### src/rtl/rcsfd_pkg.sv
// Shared types and constants for the serial frame decoder.
package rcsfd_pkg;

   localparam int OVERHEAD  = 3;
   localparam int CHANNELS  = 14;
   localparam int CHAN_W    = 4;
   localparam int CSR_IDX_W = 2;

   localparam logic [CSR_IDX_W-1:0] CSR_GAP_MS       = 2'd0;
   localparam logic [CSR_IDX_W-1:0] CSR_MAX_LENGTH   = 2'd1;
   localparam logic [CSR_IDX_W-1:0] CSR_COMMAND_CODE = 2'd2;

   localparam logic [7:0]  GAP_MS_RST       = 8'd3;
   localparam logic [5:0]  MAX_LENGTH_RST   = 6'd32;
   localparam logic [7:0]  COMMAND_CODE_RST = 8'd64;
   localparam logic [7:0]  IDLE_MAX         = 8'hFF;
   localparam logic [15:0] SUM_INIT         = 16'hFFFF;

   typedef enum logic [4:0] {
      F_LENGTH   = 5'b00001,
      F_DATA     = 5'b00010,
      F_CHK_LOW  = 5'b00100,
      F_CHK_HIGH = 5'b01000,
      F_DISCARD  = 5'b10000
   } frame_state_type;

   typedef enum logic [3:0] {
      E_IDLE = 4'b0001,
      E_LO   = 4'b0010,
      E_HI   = 4'b0100,
      E_PUT  = 4'b1000
   } emit_state_type;

endpackage

### src/rtl/rcsfd_ram.sv
// Generic single-write, single-read RAM with registered read data.
module rcsfd_ram #(
   parameter int WIDTH = 8,
   parameter int DEPTH = 32,
   localparam int AW   = $clog2(DEPTH)
) (
   input  logic             clock,
   input  logic             wr_en,
   input  logic [AW-1:0]    wr_addr,
   input  logic [WIDTH-1:0] wr_data,
   input  logic             rd_en,
   input  logic [AW-1:0]    rd_addr,
   output logic [WIDTH-1:0] rd_data
);

   logic [WIDTH-1:0] mem_ff [DEPTH];
   logic [WIDTH-1:0] rd_data_ff;

   always_ff @(posedge clock) begin
      if (wr_en) begin
         mem_ff[wr_addr] <= wr_data;
      end
      // hold read data between reads
      if (rd_en) begin
         rd_data_ff <= mem_ff[rd_addr];
      end
   end

   assign rd_data = rd_data_ff;

endmodule

### src/rtl/rc_serial_frame_decoder_unit.sv
// Serial radio-control frame decoder: framing, checksum and channel readout.
//
//   channel  direction  payload
//   req_     in         tuser[0] kind, tdata[7:0] rx_byte
//   rsp_     out        tdata[3:0] channel_index, tdata[19:4] channel_value, tlast
//   csr_     in         csr_index selects register, csr_data holds the value
//
// A tick or byte is taken whenever no channel readout is running. A frame that
// passes its checksum and command match blocks input while the channels are read
// from the frame RAM, each in E_LO, E_HI, E_PUT (two reads on its single read port),
// for fourteen channels; E_PUT waits while the rsp_ side stalls. Reset is synchronous;
// the frame RAM reads as zero through per-entry valid bits until written.
module rc_serial_frame_decoder_unit #(
   parameter int STORE_DEPTH = 32
) (
   input  logic        clock,
   input  logic        reset,

   input  logic        req_tvalid,
   output logic        req_tready,
   input  logic [7:0]  req_tdata,   // [7:0] rx_byte
   input  logic [0:0]  req_tuser,   // [0] kind

   output logic        rsp_tvalid,
   input  logic        rsp_tready,
   output logic [23:0] rsp_tdata,   // [3:0] channel_index, [19:4] channel_value, [23:20] zero
   output logic        rsp_tlast,

   input  logic        csr_valid,
   output logic        csr_ready,
   input  logic [rcsfd_pkg::CSR_IDX_W-1:0] csr_index,
   input  logic [7:0]  csr_data
);

   localparam int IDX_W = $clog2(STORE_DEPTH);

   // configuration
   logic [7:0] gap_ms_ff;
   logic [5:0] max_length_ff;
   logic [7:0] command_code_ff;

   // parser state
   rcsfd_pkg::frame_state_type frame_ff, frame_in, frame_cur;
   logic [7:0]       idle_ff, idle_in;
   logic [IDX_W-1:0] byte_idx_ff, byte_idx_in;
   logic [IDX_W-1:0] data_len_ff, data_len_in;
   logic [15:0]      sum_ff, sum_in;
   logic [7:0]       check_low_ff, check_low_in;
   logic [7:0]       cmd_ff, cmd_in;
   logic [STORE_DEPTH-1:0] valid_ff, valid_in;

   // emitter state
   rcsfd_pkg::emit_state_type emit_ff, emit_in;
   logic [rcsfd_pkg::CHAN_W-1:0] chan_ff, chan_in;
   logic [7:0]  lo_ff, lo_in;
   logic        rd_valid_ff, rd_valid_in;
   logic        rsp_valid_ff, rsp_valid_in;
   logic [23:0] rsp_data_ff, rsp_data_in;
   logic        rsp_last_ff, rsp_last_in;

   // RAM ports
   logic             wr_en;
   logic [IDX_W-1:0] wr_addr;
   logic             rd_en;
   logic [IDX_W-1:0] rd_addr;
   logic [7:0]       rd_data;
   logic [7:0]       rd_masked;

   logic             accept;
   logic             is_byte;
   logic [7:0]       rx;
   logic [7:0]       limit;
   logic [IDX_W-1:0] byte_idx_inc;
   logic [IDX_W-1:0] addr_lo;
   logic [IDX_W-1:0] addr_hi;
   logic             last_chan;

   rcsfd_ram #(
      .WIDTH (8),
      .DEPTH (STORE_DEPTH)
   ) u_store (
      .clock   (clock),
      .wr_en   (wr_en),
      .wr_addr (wr_addr),
      .wr_data (rx),
      .rd_en   (rd_en),
      .rd_addr (rd_addr),
      .rd_data (rd_data)
   );

   assign req_tready = (emit_ff == rcsfd_pkg::E_IDLE);
   assign csr_ready  = 1'b1;
   assign accept     = req_tvalid && req_tready;
   assign is_byte    = req_tuser[0];
   assign rx         = req_tdata;

   assign limit = (8'(max_length_ff) > 8'(STORE_DEPTH)) ? 8'(STORE_DEPTH)
                                                        : 8'(max_length_ff);
   assign byte_idx_inc = byte_idx_ff + 1'b1;

   // channel i sits at bytes 2i+1 and 2i+2
   assign addr_lo   = IDX_W'({chan_ff, 1'b1});
   assign addr_hi   = IDX_W'(5'({chan_ff, 1'b0}) + 5'd2);
   assign last_chan = (chan_ff == rcsfd_pkg::CHAN_W'(rcsfd_pkg::CHANNELS - 1));
   assign rd_masked = rd_valid_ff ? rd_data : 8'd0;

   // a byte after a long enough gap restarts framing
   assign frame_cur = (idle_ff >= gap_ms_ff) ? rcsfd_pkg::F_LENGTH : frame_ff;

   always_comb begin
      frame_in     = frame_ff;
      idle_in      = idle_ff;
      byte_idx_in  = byte_idx_ff;
      data_len_in  = data_len_ff;
      sum_in       = sum_ff;
      check_low_in = check_low_ff;
      cmd_in       = cmd_ff;
      valid_in     = valid_ff;
      emit_in      = emit_ff;
      chan_in      = chan_ff;
      lo_in        = lo_ff;
      rd_valid_in  = rd_valid_ff;
      rsp_valid_in = rsp_valid_ff;
      rsp_data_in  = rsp_data_ff;
      rsp_last_in  = rsp_last_ff;
      wr_en        = 1'b0;
      wr_addr      = byte_idx_ff;
      rd_en        = 1'b0;
      rd_addr      = addr_lo;

      if (rsp_valid_ff && rsp_tready) begin
         rsp_valid_in = 1'b0;
      end

      if (accept && !is_byte) begin
         if (idle_ff != rcsfd_pkg::IDLE_MAX) begin
            idle_in = idle_ff + 1'b1;
         end
      end else if (accept) begin
         idle_in = 8'd0;
         case (frame_cur)
            rcsfd_pkg::F_LENGTH: begin
               if (rx <= limit && rx > 8'(rcsfd_pkg::OVERHEAD)) begin
                  byte_idx_in = '0;
                  data_len_in = IDX_W'(rx - 8'(rcsfd_pkg::OVERHEAD));
                  sum_in      = rcsfd_pkg::SUM_INIT - 16'(rx);
                  frame_in    = rcsfd_pkg::F_DATA;
               end else begin
                  frame_in = rcsfd_pkg::F_DISCARD;
               end
            end
            rcsfd_pkg::F_DATA: begin
               wr_en                = 1'b1;
               valid_in[byte_idx_ff] = 1'b1;
               if (byte_idx_ff == '0) begin
                  cmd_in = rx;
               end
               byte_idx_in = byte_idx_inc;
               sum_in      = sum_ff - 16'(rx);
               frame_in    = (byte_idx_inc >= data_len_ff) ? rcsfd_pkg::F_CHK_LOW
                                                           : rcsfd_pkg::F_DATA;
            end
            rcsfd_pkg::F_CHK_LOW: begin
               check_low_in = rx;
               frame_in     = rcsfd_pkg::F_CHK_HIGH;
            end
            rcsfd_pkg::F_CHK_HIGH: begin
               if (sum_ff == {rx, check_low_ff} && cmd_ff == command_code_ff) begin
                  chan_in = '0;
                  emit_in = rcsfd_pkg::E_LO;
               end
               frame_in = rcsfd_pkg::F_DISCARD;
            end
            default: begin
               frame_in = rcsfd_pkg::F_DISCARD;
            end
         endcase
      end

      case (emit_ff)
         rcsfd_pkg::E_IDLE: begin
         end
         rcsfd_pkg::E_LO: begin
            rd_en       = 1'b1;
            rd_addr     = addr_lo;
            rd_valid_in = valid_ff[addr_lo];
            emit_in     = rcsfd_pkg::E_HI;
         end
         rcsfd_pkg::E_HI: begin
            lo_in       = rd_masked;
            rd_en       = 1'b1;
            rd_addr     = addr_hi;
            rd_valid_in = valid_ff[addr_hi];
            emit_in     = rcsfd_pkg::E_PUT;
         end
         rcsfd_pkg::E_PUT: begin
            // load the output slot once it is free or being drained
            if (!rsp_valid_ff || rsp_tready) begin
               rsp_valid_in = 1'b1;
               rsp_data_in  = {4'd0, rd_masked, lo_ff, chan_ff};
               rsp_last_in  = last_chan;
               if (last_chan) begin
                  emit_in = rcsfd_pkg::E_IDLE;
               end else begin
                  chan_in = chan_ff + 1'b1;
                  emit_in = rcsfd_pkg::E_LO;
               end
            end
         end
         default: begin
            emit_in = rcsfd_pkg::E_IDLE;
         end
      endcase
   end

   always_ff @(posedge clock) begin
      if (reset) begin
         gap_ms_ff       <= rcsfd_pkg::GAP_MS_RST;
         max_length_ff   <= rcsfd_pkg::MAX_LENGTH_RST;
         command_code_ff <= rcsfd_pkg::COMMAND_CODE_RST;
      end else if (csr_valid && csr_ready) begin
         case (csr_index)
            rcsfd_pkg::CSR_GAP_MS:       gap_ms_ff       <= csr_data;
            rcsfd_pkg::CSR_MAX_LENGTH:   max_length_ff   <= csr_data[5:0];
            rcsfd_pkg::CSR_COMMAND_CODE: command_code_ff <= csr_data;
            default: begin
            end
         endcase
      end
   end

   always_ff @(posedge clock) begin
      if (reset) begin
         frame_ff     <= rcsfd_pkg::F_DISCARD;
         idle_ff      <= rcsfd_pkg::IDLE_MAX;
         byte_idx_ff  <= '0;
         data_len_ff  <= '0;
         sum_ff       <= '0;
         check_low_ff <= '0;
         cmd_ff       <= '0;
         valid_ff     <= '0;
         emit_ff      <= rcsfd_pkg::E_IDLE;
         chan_ff      <= '0;
         rd_valid_ff  <= 1'b0;
         rsp_valid_ff <= 1'b0;
      end else begin
         frame_ff     <= frame_in;
         idle_ff      <= idle_in;
         byte_idx_ff  <= byte_idx_in;
         data_len_ff  <= data_len_in;
         sum_ff       <= sum_in;
         check_low_ff <= check_low_in;
         cmd_ff       <= cmd_in;
         valid_ff     <= valid_in;
         emit_ff      <= emit_in;
         chan_ff      <= chan_in;
         rd_valid_ff  <= rd_valid_in;
         rsp_valid_ff <= rsp_valid_in;
      end
   end

   always_ff @(posedge clock) begin
      lo_ff       <= lo_in;
      rsp_data_ff <= rsp_data_in;
      rsp_last_ff <= rsp_last_in;
   end

   assign rsp_tvalid = rsp_valid_ff;
   assign rsp_tdata  = rsp_data_ff;
   assign rsp_tlast  = rsp_last_ff;

   a_emit_starts_on_trailer : assert property (@(posedge clock) disable iff (reset)
      (emit_ff == rcsfd_pkg::E_IDLE && emit_in == rcsfd_pkg::E_LO) |->
         (accept && is_byte && frame_cur == rcsfd_pkg::F_CHK_HIGH))
      else $error("channel readout started without a checksum trailer");

   a_index_in_range : assert property (@(posedge clock) disable iff (reset)
      rsp_tvalid |-> (rsp_tdata[3:0] < rcsfd_pkg::CHAN_W'(rcsfd_pkg::CHANNELS)))
      else $error("channel index out of range");

   a_last_on_final : assert property (@(posedge clock) disable iff (reset)
      rsp_tvalid |->
         (rsp_tlast == (rsp_tdata[3:0] == rcsfd_pkg::CHAN_W'(rcsfd_pkg::CHANNELS - 1))))
      else $error("last flag not on final channel");

   a_idle_after_last : assert property (@(posedge clock) disable iff (reset)
      (emit_ff == rcsfd_pkg::E_PUT && emit_in == rcsfd_pkg::E_IDLE) |=>
         (rsp_tvalid && rsp_tlast))
      else $error("readout ended without the final channel in the output slot");

   a_index_in_store : assert property (@(posedge clock) disable iff (reset)
      (frame_ff == rcsfd_pkg::F_DATA) |->
         (32'(byte_idx_ff) < STORE_DEPTH && byte_idx_ff < data_len_ff))
      else $error("data byte index beyond frame");

endmodule

### config.mk
export PLATFORM = sky130hd
export DESIGN_NAME = rc_serial_frame_decoder_unit
export DESIGN_NICKNAME = d
export VERILOG_FILES = /design/src/rtl/rcsfd_pkg.sv /design/src/rtl/rcsfd_ram.sv /design/src/rtl/rc_serial_frame_decoder_unit.sv
export SDC_FILE = /design/constraint.sdc
export NUM_CORES = 1
export LEC_CHECK = 0
export ABC_CLOCK_PERIOD_IN_PS = 4300
export BUFFER_PORTS_ARGS = -buffer_cell sky130_fd_sc_hd__buf_2
export CORE_MARGIN = 2
export CORE_UTILIZATION = 62
export DETAILED_ROUTE_END_ITERATION = 10
export PLACE_DENSITY = 0.87
export SYNTH_ARGS = -nofsm -noshare
export SYNTH_HDL_FRONTEND = slang
export SYNTH_SLANG_ARGS = --single-unit
### constraint.sdc
create_clock -name clock -period 4.3 [get_ports clock]
set_clock_uncertainty 0.2 [all_clocks]
set_input_delay 0.86 -clock clock [delete_from_list [all_inputs] [get_ports clock]]
set_output_delay 0.86 -clock clock [all_outputs]
set_load 0.05 [all_outputs]
# Word-level counts from Yosys, hierarchy flattened
# Memories as Yosys holds them, arrays and structs flattened. A register that Yosys moved wholly into a read port is not among the register bits.
# Cells that the tools add are included.
dict set report op_classes {
  addsub 7
  magnitude_cmp 9
  n_eq_ne 16
  mux 44
  bitwise_logic 2
  reduce_logical 26
}
# operator count
set op_table {}
lappend op_table {{2-to-1 mux 4 bit} 12}
lappend op_table {{2-to-1 mux 8 bit} 4}
lappend op_table {{OR 32 bit} 1}
lappend op_table {{one-hot mux 16 bit (2 select lines)} 1}
lappend op_table {{2-to-1 mux 5 bit} 4}
lappend op_table {{< comparator 5 x 6 -> 1 bit (second input constant)} 3}
lappend op_table {{equality test 16 bit} 1}
lappend op_table {{2-to-1 mux 16 bit} 1}
lappend op_table {{one-hot mux 4 bit (4 select lines)} 1}
lappend op_table {{subtractor 16 x 8 -> 16 bit} 1}
lappend op_table {{one-hot mux 5 bit (3 select lines)} 1}
lappend op_table {{2-to-1 mux 1 bit} 12}
lappend op_table {{AND reduction 2 bit} 6}
lappend op_table {{AND reduction 4 bit} 3}
lappend op_table {{one-hot mux 5 bit (2 select lines)} 1}
lappend op_table {{subtractor 1 x 9 -> 10 bit (first input constant)} 1}
lappend op_table {{adder 8 x 1 -> 8 bit (second input constant)} 1}
lappend op_table {{equality test 4 bit (second input constant)} 2}
lappend op_table {{equality test 8 bit} 1}
lappend op_table {{greater-or-equal comparator 8 bit} 1}
lappend op_table {{> comparator 8 x 2 -> 1 bit (second input constant)} 1}
lappend op_table {{<= comparator 8 x 6 -> 1 bit} 1}
lappend op_table {{inequality test 8 bit (second input constant)} 1}
lappend op_table {{> comparator 6 bit (second input constant)} 1}
lappend op_table {{33 further kinds} 42}
dict set report word_totals {
  ff_bits 148
  mem_bits_rw 256
  in_bits 24
  output_inout_bits 28
  wordCells 123
  mem_count 1
}
# name words width rd rd_ports_with_merged_regs write_ports line
set mem_list {}
lappend mem_list {u_store.mem_ff 32 8 1 1 1 rcsfd_ram.sv:16} ;# logic [WIDTH-1:0] mem_ff [DEPTH];

# Logic depth before layout (Yosys ltp)
dict set report logic_depth {
  word_depth 9
  depth_mapped 12
  depth_no_buf 9
}

# Cells and area by module
# A second synthesis with hierarchy kept.
dict set report unflattened {
  cells_unflattened 1194
  area_unflattened_um2 17509.3
}
# mod instances cells_per_inst area_per_inst_um2 seq_area_each_um2
set by_module_without_submodules {}
lappend by_module_without_submodules {rcsfd_ram 1 417 10133.5 7927.6}
lappend by_module_without_submodules {rc_serial_frame_decoder_unit 1 777 7375.8 3233.1}

# Least setup slack after synthesis
# OpenSTA, ideal clock, no wires.
dict set report synth_timing {
  path_type {reg-to-reg}
  start {reg chan_ff[1] (netlist name)}
  end {reg u_store.rd_data_ff[0] (netlist: u_store.rd_data[0]) (read register of u_store.mem_ff), data pin}
  setup_ns 0.261
  arrival_time_ns 2.766
  required_ns 3.839
  setup_slack_ns 1.073
  path_stages_with_launch 10
  path_buffers 4
  period_less_slack_ns 3.227
  path_cell_list {dfxtp_1 > clkbuf_1 > buf_2 > inv_1 > ha_1 > buf_2 > buf_1 > mux4_1 > mux2_2 > o311a_1}
}
dict set report synth_via {
  elab_chain_len 2
}
# item line
set synth_rtl {}
lappend synth_rtl {{start: declaration} rc_serial_frame_decoder_unit.sv:54} ;# logic [rcsfd_pkg::CHAN_W-1:0] chan_ff, chan_in;
lappend synth_rtl {{start signal: assignment} rc_serial_frame_decoder_unit.sv:256} ;# chan_ff <= chan_in;
lappend synth_rtl {{adder 5 x 2 -> 5 bit} rc_serial_frame_decoder_unit.sv:103} ;# assign addr_hi = IDX_W'(5'({chan_ff, 1'b0}) + 5'd2);
lappend synth_rtl {{2-to-1 mux 5 bit *} rc_serial_frame_decoder_unit.sv:180} ;# case (emit_ff)
lappend synth_rtl {{end: declaration} rcsfd_ram.sv:17} ;# logic [WIDTH-1:0] rd_data_ff;
# Mark *: on every way between the ends. The rest lies on a longest branch, timed or not.
# A chain may end at the register's enable or synchronous reset.

# Worst setup path in the final report
dict set report layout_timing {
  start {reg emit_ff[2]}
  end {reg u_store.rd_data_ff[0] (netlist: u_store.rd_data[0]) (read register of u_store.mem_ff), data pin}
}
dict set report layout_via {
  elab_chain_len 3
  elab_cells_between_ends 5
  cone_classes {eq/ne (2); mux (2); reduce/logical (1)}
}
# item line
set layout_rtl {}
lappend layout_rtl {{start: declaration} rc_serial_frame_decoder_unit.sv:53} ;# rcsfd_pkg::emit_state_type emit_ff, emit_in;
lappend layout_rtl {{start signal: assignment} rc_serial_frame_decoder_unit.sv:242} ;# emit_ff <= rcsfd_pkg::E_IDLE;
lappend layout_rtl {{start signal: assignment} rc_serial_frame_decoder_unit.sv:255} ;# emit_ff <= emit_in;
lappend layout_rtl {{equality test 4 x 3 -> 1 bit / equality test 4 x 2 -> 1 bit (equally long branches)} rc_serial_frame_decoder_unit.sv:180}
lappend layout_rtl {{OR reduction 2 bit (no line)} n/a}
lappend layout_rtl {{2-to-1 mux 1 bit} rc_serial_frame_decoder_unit.sv:180}
# Several ways; a longest one is shown, not always the timed one.

==> metrics.cfg <==
[detailed_routing]
ant_nets = 0
routed_wl_um = 42300
vias_per_cell = 6.46
wl_per_cell_um = 24.7
drt_iter0_markers = 1194
routed-via-count = 11033
drc_errors = 0
drtPass1Iterations = 5

[power]
comb_power_share_pct = 3.6
power_switching_mw = 1.70
vdd.ir_drop.worst_uv = 285
p_leak_nw = 6.87
internal_power_mw = 6.22
p_seq_share_pct = 54.0
swShare_pct = 21.5
pwr-share-clk_pct = 42.5
power.density_nw_per_um2 = 405

[timing]
slew_headroom_pct = 25.2
finalHoldViolCount = 0
fin_crit_sh_pct = 82.8
setup_viol = 0
period_minus_slack_ns = 3.56
worst_slew_pin_slew_ns = 1.12
final-max-slew-violation-count = 0
tns_ns = 0
timing.fmax_mhz = 281
rsz0062_at_grt = false

[clock_network]
cts_resized = 0
max-clock-path-buffers = 3
cts_made_buffers = 39
cts_tree = yes
htree_levels = 2
clkTransAtPathRegs_ns = 0.07
clockRootBuffer = clkbuf_16
worstSkewPairLatency_ns = 0.55
cts_hold_buf = 0
post_cts_buffers = 0
cts_sinks = 411

[logic_synthesis]
synth_mux_area_share_pct = 13.5
ys_top_cells_by_count = 293 x edfxtp_1, 130 x nor2_1, 118 x dfxtp_1, 67 x mux4_2, 62 x mux2i_1
async_flop_share_pct = 0
synth_top_family_by_area = multiplexers
synth-main-ff-cell = edfxtp_1
synth.most_common_cell = edfxtp_1
synthXorXnorAreaFrac_pct = 2.46
synth-simple-area-share_pct = 8.67
synth_compound_area_share_pct = 6.25
yosysWarnings = 0
synth_area_um2 = 17500
synth_area_leaders = edfxtp_1 50%, dfxtp_1 13%, mux4_2 8.6%
synth_edf_count = 293
syn_inst = 1223
synth.distinct_cells = 70
synthAdderAreaFrac_pct = 2.61
synth.top_cell.area_share_pct = 50.2
syn_area_per_cell_um2 = 14.3
seq_area_frac_synth_pct = 63.7
synth_seq_cells = 411
synth_top_cell_by_area = edfxtp_1

[global_route]
grt_overflow = 0
grt_max_degree = 97
antenna_found_initial = 0
grt_pass1_wl_um = 64600
track_usage_pct = 29.5
grt_pass1_vias = 11044

[cells_and_area]
nNetsFinal = 1362
drive_gt1_share_pct = 19.8
syn_to_final_growth_pct = 11.6
final_area_um2 = 19600
diodes = 0

[die]
dieWidth_um = 172
die-area_um2 = 29600
core_um2 = 27800
rows = 61
boundaryPins = 52
die_y_um = 172
start_util_pct = 63.1

[run_status]
status = complete, no violations

[critical_path]
r2r_end = u_store.rd_data[0]$_DFFE_PP_
cp-end-kind = register
worstSetupStartpoint = emit_ff[2]$_SDFF_PP0_
crit_path_start_kind = register
crit_family = multiplexers
critPathMaxFanout = 41
cp_slowest_stage_delay_ns = 0.68
path_cells = or4b_1 > clkinv_4 > nand2_4 > xnor2_4 > mux4_1 > mux2_2 > o311a_1
regToRegStartpoint = emit_ff[2]$_SDFF_PP0_
reg2reg_slack_ns = 0.74
crit_slowest_cell = or4b_1
critical_path_class = register to register
rr_worst_depth = 7
critical_path_required_ns = 4.39
crit_end = u_store.rd_data[0]$_DFFE_PP_
critical_path_depth = 7
path_buf_inv = 1
arrival_ns = 3.65

[place]
place_area_um2 = 18300
place_hpwl_um = 27200
place_congestion = 0.854
portBuffers = 46

[run]
max_cap_viol_count = 0

[worst_hold_path]
hp-class = register to register

## per-stage QoR
step                std cells  utilization (%)  hold slack [ns]  worst slack [ns]  total power, mW
global route             1709             70.4            0.227             0.575             8.10
global placement         1639             66.0            0.205             0.910             4.62
finish                   1709             70.4            0.222             0.742             7.92
CTS                      1709             70.4            0.220             0.734             7.92
floorplan                1226                -            0.200              1.07             4.52
detailed placement       1639             66.0            0.205             0.795             4.64
## cell families (layout without fill, tap and decap cells)
kind of cell / Yosys count / in the layout
AOI/OAI and AO/OA: 173 / 173
DFF: 411 / 411
muxes: 148 / 148
other: 2 / 5
adders and majority gates: 36 / 36
and+or+nand+nor: 302 / 302
xor gates and xnor gates: 47 / 47
buffers and inverters: 104 / 209
## cell type report
type | count | area, um2
timing repair buffer | 104 | 666
clock buffer | 45 | 998
clock inverter | 25 | 239
tap | 378 | 473
fill | 1728 | 8220
multi-input combinational | 711 | 5890
inverter | 35 | 136
sequential | 411 | 11200
## worst reg2reg max path, stage by stage (launching register included)
cell	delay, ns
dfxtp_1	0.50
or4b_1	0.68
clkinv_4	0.40
nand2_4	0.17
xnor2_4	0.20
mux4_1	0.58
mux2_2	0.28
o311a_1	0.30
## cell usage in the layout (no fill, tap or decap), drive strengths merged, types with 6 or more instances in the layout
master | netlist | final
nor3 | 8 | 8
mux2 | 18 | 18
o22ai | 6 | 6
nor2 | 130 | 130
xnor2 | 13 | 13
nand2b | 11 | 11
and2 | 10 | 10
clkinv | 1 | 17
a211oi | 8 | 8
o21ai | 28 | 28
nor4 | 12 | 12
nand3b | 8 | 8
o21a | 8 | 8
nand4 | 14 | 14
inv | 34 | 38
ha | 35 | 35
nand2 | 42 | 42
or4 | 9 | 9
clkbuf | 39 | 45
xor2 | 34 | 34
mux2i | 62 | 62
dfxtp | 118 | 118
nor2b | 6 | 6
o31ai | 12 | 12
buf | 30 | 104
a21oi | 60 | 60
mux4 | 68 | 68
edfxtp | 293 | 293
nand3 | 19 | 19
a221oi | 6 | 6
a31oi | 16 | 16
or3 | 11 | 11
## how the worst min path moves through the flow
stage | start | end | slack (ns) | depth (start not counted)
2_1_floorplan | lo_ff[6]$_DFFE_PP_ | rsp_tdata[10]$_DFFE_PP_ | 0.20 | 0
3_3_place_gp | lo_ff[3]$_DFFE_PP_ | rsp_tdata[7]$_DFFE_PP_ | 0.20 | 0
3_5_place_dp | lo_ff[0]$_DFFE_PP_ | rsp_tdata[4]$_DFFE_PP_ | 0.21 | 0
4_1_cts | lo_ff[0]$_DFFE_PP_ | rsp_tdata[4]$_DFFE_PP_ | 0.22 | 0
5_1_grt | lo_ff[0]$_DFFE_PP_ | rsp_tdata[4]$_DFFE_PP_ | 0.23 | 0
6_report | lo_ff[2]$_DFFE_PP_ | rsp_tdata[6]$_DFFE_PP_ | 0.22 | 0
## metal layers
metal	up-vias	routed length [um]	GRT usage, %
li1	4807	-	-
met3	134	3180	4.53
met1	5465	15800	36.9
met2	627	21300	51.2
met4	0	1960	12.9
met5	-	0	0
## power groups by stage
stage / Combinational, mW / Clock, mW / Sequential, mW
finish: 0.283 / 3.36 / 4.27
global route: 0.313 / 3.51 / 4.27
CTS: 0.280 / 3.37 / 4.27
detailed placement: 0.278 / 0 / 4.36
global placement: 0.265 / 0 / 4.36
floorplan: 0.168 / 0 / 4.35
## registers in the layout (all words and copies together) (netlist names), 5 cells and up
name and flops:
data_len_ff 5, u_store.mem_ff 256, check_low_ff 8, sum_ff 16, valid_ff 32, rsp_tdata 20
u_store.rd_data 8, gap_ms_ff 8, lo_ff 8, byte_idx_ff 5, cmd_ff 8, max_length_ff 6
command_code_ff 8, idle_ff 8
Note: power is estimated with default switching activity, not from simulation.
